### src/rtl/hsfp_pkg.sv
// ----------------------------------------------------------------------------
// HID serial frame parser package
// Shared widths, frame constants, parser states and the report record.
// ----------------------------------------------------------------------------
package hsfp_pkg;

  localparam int BYTE_W        = 8;
  localparam int CNT_W         = 4;
  localparam int PAYLOAD_BYTES = 8;
  localparam int IDX_W         = $clog2(PAYLOAD_BYTES);

  localparam logic [BYTE_W-1:0] HDR_FIRST    = 8'h57;
  localparam logic [BYTE_W-1:0] HDR_SECOND   = 8'hAB;
  localparam logic [BYTE_W-1:0] HDR_TYPE     = 8'h00;
  localparam logic [BYTE_W-1:0] CMD_MOUSE    = 8'h01;
  localparam logic [BYTE_W-1:0] CMD_KEYBOARD = 8'h02;
  localparam logic [BYTE_W-1:0] LEN_MOUSE    = 8'h05;
  localparam logic [BYTE_W-1:0] LEN_KEYBOARD = 8'h08;

  localparam logic [BYTE_W-1:0] HDR_SUM = BYTE_W'(HDR_FIRST + HDR_SECOND + HDR_TYPE);

  localparam logic KIND_KEYBOARD = 1'b0;
  localparam logic KIND_MOUSE    = 1'b1;

  typedef enum logic [6:0] {
    ST_HDR1 = 7'b0000001,
    ST_HDR2 = 7'b0000010,
    ST_TYPE = 7'b0000100,
    ST_CMD  = 7'b0001000,
    ST_LEN  = 7'b0010000,
    ST_DATA = 7'b0100000,
    ST_SUM  = 7'b1000000
  } hunt_state_t;

  typedef struct packed {
    logic                     report_kind;
    logic        [BYTE_W-1:0] control_bits;
    logic        [BYTE_W-1:0] key_code_0;
    logic        [BYTE_W-1:0] key_code_1;
    logic        [BYTE_W-1:0] key_code_2;
    logic        [BYTE_W-1:0] key_code_3;
    logic        [BYTE_W-1:0] key_code_4;
    logic        [BYTE_W-1:0] key_code_5;
    logic signed [BYTE_W-1:0] move_x;
    logic signed [BYTE_W-1:0] move_y;
    logic signed [BYTE_W-1:0] wheel_step;
  } report_t;

endpackage

### src/rtl/hsfp_stream_if.sv
// ----------------------------------------------------------------------------
// HID serial frame parser channels
// Valid/ready channels for received bytes and for decoded reports.
// ----------------------------------------------------------------------------
interface hsfp_byte_if;
  import hsfp_pkg::*;

  logic              valid;
  logic              ready;
  logic [BYTE_W-1:0] rx_byte;

  modport source (output valid, output rx_byte, input ready);
  modport sink   (input valid, input rx_byte, output ready);
endinterface

interface hsfp_report_if;
  import hsfp_pkg::*;

  logic                     valid;
  logic                     ready;
  logic                     report_kind;
  logic        [BYTE_W-1:0] control_bits;
  logic        [BYTE_W-1:0] key_code_0;
  logic        [BYTE_W-1:0] key_code_1;
  logic        [BYTE_W-1:0] key_code_2;
  logic        [BYTE_W-1:0] key_code_3;
  logic        [BYTE_W-1:0] key_code_4;
  logic        [BYTE_W-1:0] key_code_5;
  logic signed [BYTE_W-1:0] move_x;
  logic signed [BYTE_W-1:0] move_y;
  logic signed [BYTE_W-1:0] wheel_step;

  modport source (
    output valid, output report_kind, output control_bits,
    output key_code_0, output key_code_1, output key_code_2,
    output key_code_3, output key_code_4, output key_code_5,
    output move_x, output move_y, output wheel_step,
    input ready
  );
  modport sink (
    input valid, input report_kind, input control_bits,
    input key_code_0, input key_code_1, input key_code_2,
    input key_code_3, input key_code_4, input key_code_5,
    input move_x, input move_y, input wheel_step,
    output ready
  );
endinterface

### src/rtl/hid_serial_frame_parser.sv
// ----------------------------------------------------------------------------
// HID serial frame parser
// Hunts for mouse and keyboard frames in a byte stream and emits one report
// for every frame whose checksum matches.
// ----------------------------------------------------------------------------
//  channel | direction | item
//  rx      | in        | one received byte (rx_byte)
//  rpt     | out       | one keyboard or mouse report
//
// Each byte passes an input register and then updates the parser state and
// the report register in one step, so a new byte is taken every cycle unless
// a report stalls; each report is registered behind the input register.
// Reset clears the parser to wait for the first header byte and empties
// both registers. A stalled report holds the pipe only when the input
// register must advance into the occupied report register.
module hid_serial_frame_parser (
  input  logic                 clk,
  input  logic                 rst,
  hsfp_byte_if.sink            rx,
  hsfp_report_if.source        rpt
);
  import hsfp_pkg::*;

  logic              in_valid;
  logic [BYTE_W-1:0] in_byte;
  logic              take;

  hunt_state_t       hunt_state;
  hunt_state_t       hunt_state_next;
  logic              command_kind;
  logic              command_kind_next;
  logic [CNT_W-1:0]  payload_length;
  logic [CNT_W-1:0]  payload_length_next;
  logic [CNT_W-1:0]  payload_count;
  logic [CNT_W-1:0]  payload_count_next;
  logic [CNT_W-1:0]  count_inc;
  logic [BYTE_W-1:0] running_sum;
  logic [BYTE_W-1:0] running_sum_next;
  logic [BYTE_W-1:0] payload_store [PAYLOAD_BYTES];
  logic              store_we;
  logic              emit;

  logic              out_valid;
  report_t           out_report;
  report_t           report_next;

  assign take     = in_valid && (!out_valid || rpt.ready);
  assign rx.ready = !in_valid || take;

  always_ff @(posedge clk) begin
    if (rst) begin
      in_valid <= 1'b0;
    end else if (rx.ready) begin
      in_valid <= rx.valid;
    end
    if (rx.valid && rx.ready) begin
      in_byte <= rx.rx_byte;
    end
  end

  assign count_inc = payload_count + CNT_W'(1);

  always_comb begin
    hunt_state_next     = hunt_state;
    command_kind_next   = command_kind;
    payload_length_next = payload_length;
    payload_count_next  = payload_count;
    running_sum_next    = running_sum;
    store_we            = 1'b0;
    emit                = 1'b0;
    case (hunt_state)
      ST_HDR1: begin
        if (in_byte == HDR_FIRST) begin
          hunt_state_next = ST_HDR2;
        end
      end
      ST_HDR2: begin
        hunt_state_next = (in_byte == HDR_SECOND) ? ST_TYPE : ST_HDR1;
      end
      ST_TYPE: begin
        hunt_state_next = (in_byte == HDR_TYPE) ? ST_CMD : ST_HDR1;
      end
      ST_CMD: begin
        if (in_byte == CMD_MOUSE || in_byte == CMD_KEYBOARD) begin
          command_kind_next = (in_byte == CMD_KEYBOARD);
          hunt_state_next   = ST_LEN;
        end else begin
          hunt_state_next = ST_HDR1;
        end
      end
      ST_LEN: begin
        if ((!command_kind && in_byte == LEN_MOUSE) ||
            (command_kind && in_byte == LEN_KEYBOARD)) begin
          payload_length_next = in_byte[CNT_W-1:0];
          payload_count_next  = '0;
          running_sum_next    = HDR_SUM + (command_kind ? CMD_KEYBOARD : CMD_MOUSE) + in_byte;
          hunt_state_next     = ST_DATA;
        end else begin
          hunt_state_next = ST_HDR1;
        end
      end
      ST_DATA: begin
        store_we           = (32'(payload_count) < PAYLOAD_BYTES);
        running_sum_next   = running_sum + in_byte;
        payload_count_next = count_inc;
        if (count_inc >= payload_length) begin
          hunt_state_next = ST_SUM;
        end
      end
      ST_SUM: begin
        emit            = (in_byte == running_sum);
        hunt_state_next = ST_HDR1;
      end
      default: begin
        hunt_state_next = ST_HDR1;
      end
    endcase
  end

  always_ff @(posedge clk) begin
    if (rst) begin
      hunt_state <= ST_HDR1;
    end else if (take) begin
      hunt_state <= hunt_state_next;
    end
    if (take) begin
      command_kind   <= command_kind_next;
      payload_length <= payload_length_next;
      payload_count  <= payload_count_next;
      running_sum    <= running_sum_next;
    end
    if (take && store_we) begin
      payload_store[IDX_W'(payload_count)] <= in_byte;
    end
  end

  always_comb begin
    report_next              = '0;
    report_next.control_bits = payload_store[0];
    if (command_kind) begin
      report_next.report_kind = KIND_KEYBOARD;
      report_next.key_code_0  = payload_store[2];
      report_next.key_code_1  = payload_store[3];
      report_next.key_code_2  = payload_store[4];
      report_next.key_code_3  = payload_store[5];
      report_next.key_code_4  = payload_store[6];
      report_next.key_code_5  = payload_store[7];
    end else begin
      report_next.report_kind = KIND_MOUSE;
      report_next.move_x      = payload_store[1];
      report_next.move_y      = payload_store[2];
      report_next.wheel_step  = payload_store[3];
    end
  end

  always_ff @(posedge clk) begin
    if (rst) begin
      out_valid <= 1'b0;
    end else if (take) begin
      out_valid <= emit;
    end else if (rpt.ready) begin
      out_valid <= 1'b0;
    end
    if (take && emit) begin
      out_report <= report_next;
    end
  end

  assign rpt.valid        = out_valid;
  assign rpt.report_kind  = out_report.report_kind;
  assign rpt.control_bits = out_report.control_bits;
  assign rpt.key_code_0   = out_report.key_code_0;
  assign rpt.key_code_1   = out_report.key_code_1;
  assign rpt.key_code_2   = out_report.key_code_2;
  assign rpt.key_code_3   = out_report.key_code_3;
  assign rpt.key_code_4   = out_report.key_code_4;
  assign rpt.key_code_5   = out_report.key_code_5;
  assign rpt.move_x       = out_report.move_x;
  assign rpt.move_y       = out_report.move_y;
  assign rpt.wheel_step   = out_report.wheel_step;

endmodule
### src/flat_wrapper.sv
// flat-port wrapper written by rule: the top's interface ports become plain ports
module hid_serial_frame_parser_flat import hsfp_pkg::*;
  (clk, rst, rx_valid, rx_rx_byte, rx_ready, rpt_valid, rpt_report_kind, rpt_control_bits, rpt_key_code_0, rpt_key_code_1, rpt_key_code_2, rpt_key_code_3, rpt_key_code_4, rpt_key_code_5, rpt_move_x, rpt_move_y, rpt_wheel_step, rpt_ready);
  hsfp_byte_if rx_i ();
  hsfp_report_if rpt_i ();
  input  logic clk;
  input  logic rst;
  input wire logic [$bits(rx_i.valid)-1:0] rx_valid;
  input wire logic [$bits(rx_i.rx_byte)-1:0] rx_rx_byte;
  output wire logic [$bits(rx_i.ready)-1:0] rx_ready;
  output wire logic [$bits(rpt_i.valid)-1:0] rpt_valid;
  output wire logic [$bits(rpt_i.report_kind)-1:0] rpt_report_kind;
  output wire logic [$bits(rpt_i.control_bits)-1:0] rpt_control_bits;
  output wire logic [$bits(rpt_i.key_code_0)-1:0] rpt_key_code_0;
  output wire logic [$bits(rpt_i.key_code_1)-1:0] rpt_key_code_1;
  output wire logic [$bits(rpt_i.key_code_2)-1:0] rpt_key_code_2;
  output wire logic [$bits(rpt_i.key_code_3)-1:0] rpt_key_code_3;
  output wire logic [$bits(rpt_i.key_code_4)-1:0] rpt_key_code_4;
  output wire logic [$bits(rpt_i.key_code_5)-1:0] rpt_key_code_5;
  output wire logic [$bits(rpt_i.move_x)-1:0] rpt_move_x;
  output wire logic [$bits(rpt_i.move_y)-1:0] rpt_move_y;
  output wire logic [$bits(rpt_i.wheel_step)-1:0] rpt_wheel_step;
  input wire logic [$bits(rpt_i.ready)-1:0] rpt_ready;
  assign rx_i.valid = rx_valid;
  assign rx_i.rx_byte = rx_rx_byte;
  assign rx_ready = rx_i.ready;
  assign rpt_valid = rpt_i.valid;
  assign rpt_report_kind = rpt_i.report_kind;
  assign rpt_control_bits = rpt_i.control_bits;
  assign rpt_key_code_0 = rpt_i.key_code_0;
  assign rpt_key_code_1 = rpt_i.key_code_1;
  assign rpt_key_code_2 = rpt_i.key_code_2;
  assign rpt_key_code_3 = rpt_i.key_code_3;
  assign rpt_key_code_4 = rpt_i.key_code_4;
  assign rpt_key_code_5 = rpt_i.key_code_5;
  assign rpt_move_x = rpt_i.move_x;
  assign rpt_move_y = rpt_i.move_y;
  assign rpt_wheel_step = rpt_i.wheel_step;
  assign rpt_i.ready = rpt_ready;
  hid_serial_frame_parser u_core (.clk(clk), .rst(rst), .rx(rx_i), .rpt(rpt_i));
endmodule
### config.mk
export PLATFORM = sky130hd
export DESIGN_NAME = hid_serial_frame_parser_flat
export DESIGN_NICKNAME = d
export VERILOG_FILES = /design/src/rtl/hsfp_pkg.sv /design/src/rtl/hsfp_stream_if.sv /design/src/rtl/hid_serial_frame_parser.sv /design/src/flat_wrapper.sv
export SDC_FILE = /design/constraint.sdc
export NUM_CORES = 1
export LEC_CHECK = 0
export BUFFER_PORTS_ARGS = -buffer_cell sky130_fd_sc_hd__buf_2
export CAP_MARGIN = 20
export CELL_PAD_IN_SITES_DETAIL_PLACEMENT = 0
export CELL_PAD_IN_SITES_GLOBAL_PLACEMENT = 2
export CORE_UTILIZATION = 37
export DETAILED_ROUTE_END_ITERATION = 10
export GPL_TIMING_DRIVEN = 0
export PLACE_DENSITY = 0.77
export SYNTH_ARGS = -nofsm -noshare
export SYNTH_HDL_FRONTEND = slang
export SYNTH_SLANG_ARGS = --single-unit
### constraint.sdc
create_clock -name clk -period 7.5 [get_ports clk]
set_clock_uncertainty 0.15 [all_clocks]
set_input_delay 1.5 -clock clk [delete_from_list [all_inputs] [get_ports clk]]
set_output_delay 1.5 -clock clk [all_outputs]
set_load 0.05 [all_outputs]
==> impl_metrics.csv <==
group,metric,value,unit
layout,diodes,0,
sta,rsz0062_at_grt,"no",
synth,synth-seq-cells,179,
synth,syn_inst,448,
sta,setup_violations,0,
floorplanning,start_util,37.71,%
sta,period_minus_slack,3790,ps
sta,final.setup.worst_slack,3710,ps
setup_path,arrival,2140,ps
clocking,cts_setup_buffers,0,
synth,synth.yosys.warnings,0,
global_route,grt_pass1_wl,20.20,mm
synth,synth_edf_count,170,
worst_hold_path,hold_path.class,"flop to flop",
sta,worst_slew_pin_slew,864.0,ps
placement,gp_congestion,0.8464,
floorplanning,die_h,139.8,um
placement,port-buffer-count,93,
floorplanning,io_pins,95,
sta,period_share,50.53,%
floorplanning,dieArea,0.01956,mm2
setup_path,cp.required,5850,ps
sta,slew_violations,0,
setup_path,end_kind,"output pin",
global_route,globalRouteOverflowTotal,0,
global_route,globalRouteTotalUtil,13.94,%
synth,synth.distinct_cells,45,
drt,drt_first_pass_iters,4,
global_route,grt_max_degree,23,
drt,wirelength,12.97,mm
layout,area_growth,20.31,%
synth,synth_nets,478,
drt,drc_errors,0,
synth,avgSynthCellArea,15.69,um2
synth,synth_largest_area_cell,"edfxtp_1",
global_route,grt_pass1_vias,3731,
synth,syn-cell-area,0.007030,mm2
power_and_ir_drop,power_leakage,3.018,nW
synth,synth-async-reset-ratio,0,%
layout,layout-drive-gt1-share,23.79,%
clocking,cts_resized,0,
drt,num_vias,3828,
synth,synth_area_leaders,"edfxtp_1, and2_1, ha_1, nor2b_1, dfxtp_1",
sta,tns,0,ps
floorplanning,die_x,139.8,um
sta,finalHoldViolations,0,
power_and_ir_drop,ir_drop,0.0001402,V
sta,relSlewSlack,42.40,%
clocking,max-clock-path-buffers,2,
floorplanning,core_area,0.01864,mm2
setup_path,crit_type,"primary input to output pin",
drt,vias_per_cell,4.703,
power_and_ir_drop,total_power,1.949,mW
synth,ys_seq_area_share,75.17,%
run,maxCapViolations,0,
clocking,clock-root-buffer,"clkbuf_16",
clocking,postCtsHoldBufs,0,
clocking,cts_tree,"done",
synth,yosys.area.top_type_share,72.61,%
run_status,outcome,"completed",
sta,fmax,263.9,MHz
setup_path,startpoint_type,"primary input",
floorplanning,rows,50,
power_and_ir_drop,p_per_area,230.4,mW/mm2
clocking,clk_latency,430,ps
drt,post_drt_wl_per_cell,15.93,um
clocking,htreeDepth,4,
drt,drt_iter0_markers,236,
synth,ys.flop_type,"edfxtp_1",
clocking,clk_pin_slew,60,ps
global_route,antenna_found_initial,0,
drt,postRouteAntennaNets,0,
setup_path,cp_max_fo,4,
synth,synth_commonest_cells,"edfxtp_1, and2_1, nor2b_1",
placement,dp_hpwl,8.727,mm
synth,yosysMostFrequentCell,"edfxtp_1",
layout,final_nets,597,
clocking,cts_made_buffers,17,
placement,pre_cts_ws,3704,ps
clocking,cts.sinks,179,
power by group:
group          switching, mW  leakage, nW  internal, mW
clock network          0.369        0.261         0.427
logic                 0.0199         1.14        0.0171
registers             0.0222         1.62          1.09
total                  0.411         3.02          1.54
per-layer routing:
metal  track usage, %  routed length, um  share of wire [%]  vias to the layer above
met5                0                  0                  0                        -
met4            6.073                300                2.3                        0
met3            3.992                670                5.2                       26
met2            22.84               6241                 48                      106
met1            17.18               5755                 44                     1805
li1                 -                  -                  -                     1891
flip-flops by register name (all words and copies together) (netlist names), 4 cells and up:
signal and cells:
u_core.hunt_state 7, u_core.rpt.key_code_5 8, u_core.rpt.move_x 8, u_core.rpt.key_code_2 8, u_core.in_byte 8, u_core.rpt.key_code_4 8, u_core.payload_length 4, u_core.rpt.key_code_3 8
u_core.rpt.key_code_0 8, u_core.rpt.wheel_step 8, u_core.rpt.move_y 8, u_core.rpt.control_bits 8, u_core.payload_store 64, u_core.running_sum 8, u_core.rpt.key_code_1 8, u_core.payload_count 4
cells by family after synthesis:
kind of cell | Yosys count | synth area share (%)
compound gates | 37 | 3.435
xor+xnor | 16 | 1.993
fa+ha+maj | 18 | 3.417
buf+inv | 26 | 1.388
flops | 179 | 75.17
mux | 4 | 0.5695
simple gates | 168 | 14.02
layout by cell type, fill, tap and decap left out, types with 2 or more instances in the layout:
master / n
nand2_1: 17
fa_1: 2
edfxtp_1: 170
clkinvlp_4: 2
nand3_1: 5
buf_16: 3
nand4_1: 2
clkinv_2: 4
a21o_1: 2
and2_1: 52
dfxtp_1: 9
a21oi_1: 11
nand2b_1: 7
nor2_1: 18
nor4b_1: 3
nand3b_1: 3
xor2_1: 7
inv_1: 13
clkbuf_1: 13
inv_6: 5
o21ai_0: 10
nor4_1: 3
o311ai_0: 2
nor2b_1: 31
mux2i_1: 4
clkbuf_16: 17
nor3_1: 10
or4_1: 3
or3_1: 5
buf_2: 94
a211oi_1: 2
xnor2_1: 9
ha_1: 16
final timing paths:
kind | startpoint | endpoint | slack, ps | cells past startpoint
max | rpt_ready | rx_ready | 3710 | 4
min | u_core.payload_store[0][7] | u_core.rpt.control_bits[7] | 270 | 0
max reg2reg | u_core.in_byte[3] | u_core.rpt.key_code_1[0] | 4000 | 7
min reg2reg | u_core.payload_store[0][7] | u_core.rpt.control_bits[7] | 270 | 0
area by class of cell:
cell class,count,area [um2]
inverter,13,48.80
tap,234,292.8
multi-input combinational,243,1664
buffer,13,48.80
sequential,179,5285
fill,1652,10180
clock inverter,14,102.6
clock buffer,18,429.2
timing repair buffer,100,586.8
through the flow:
step / util [%] / cell area, um2 / std cells / hold slack (ps)
2_1_floorplan: - / 7036 / 448 / 250.3
3_3_place_gp: 41.81 / 7794 / 775 / 254.0
3_5_place_dp: 42.48 / 7919 / 781 / 254.5
4_1_cts: 45.33 / 8451 / 813 / 270.0
5_1_grt: 45.37 / 8458 / 814 / 275.1
6_report: 45.37 / 8458 / 814 / 267.9
critical path, cell delays in order:
cell and delay, ps:
buf_2 100, nor2b_1 220, nand2_1 100, buf_2 220
Power figures use the tool's default switching activity.
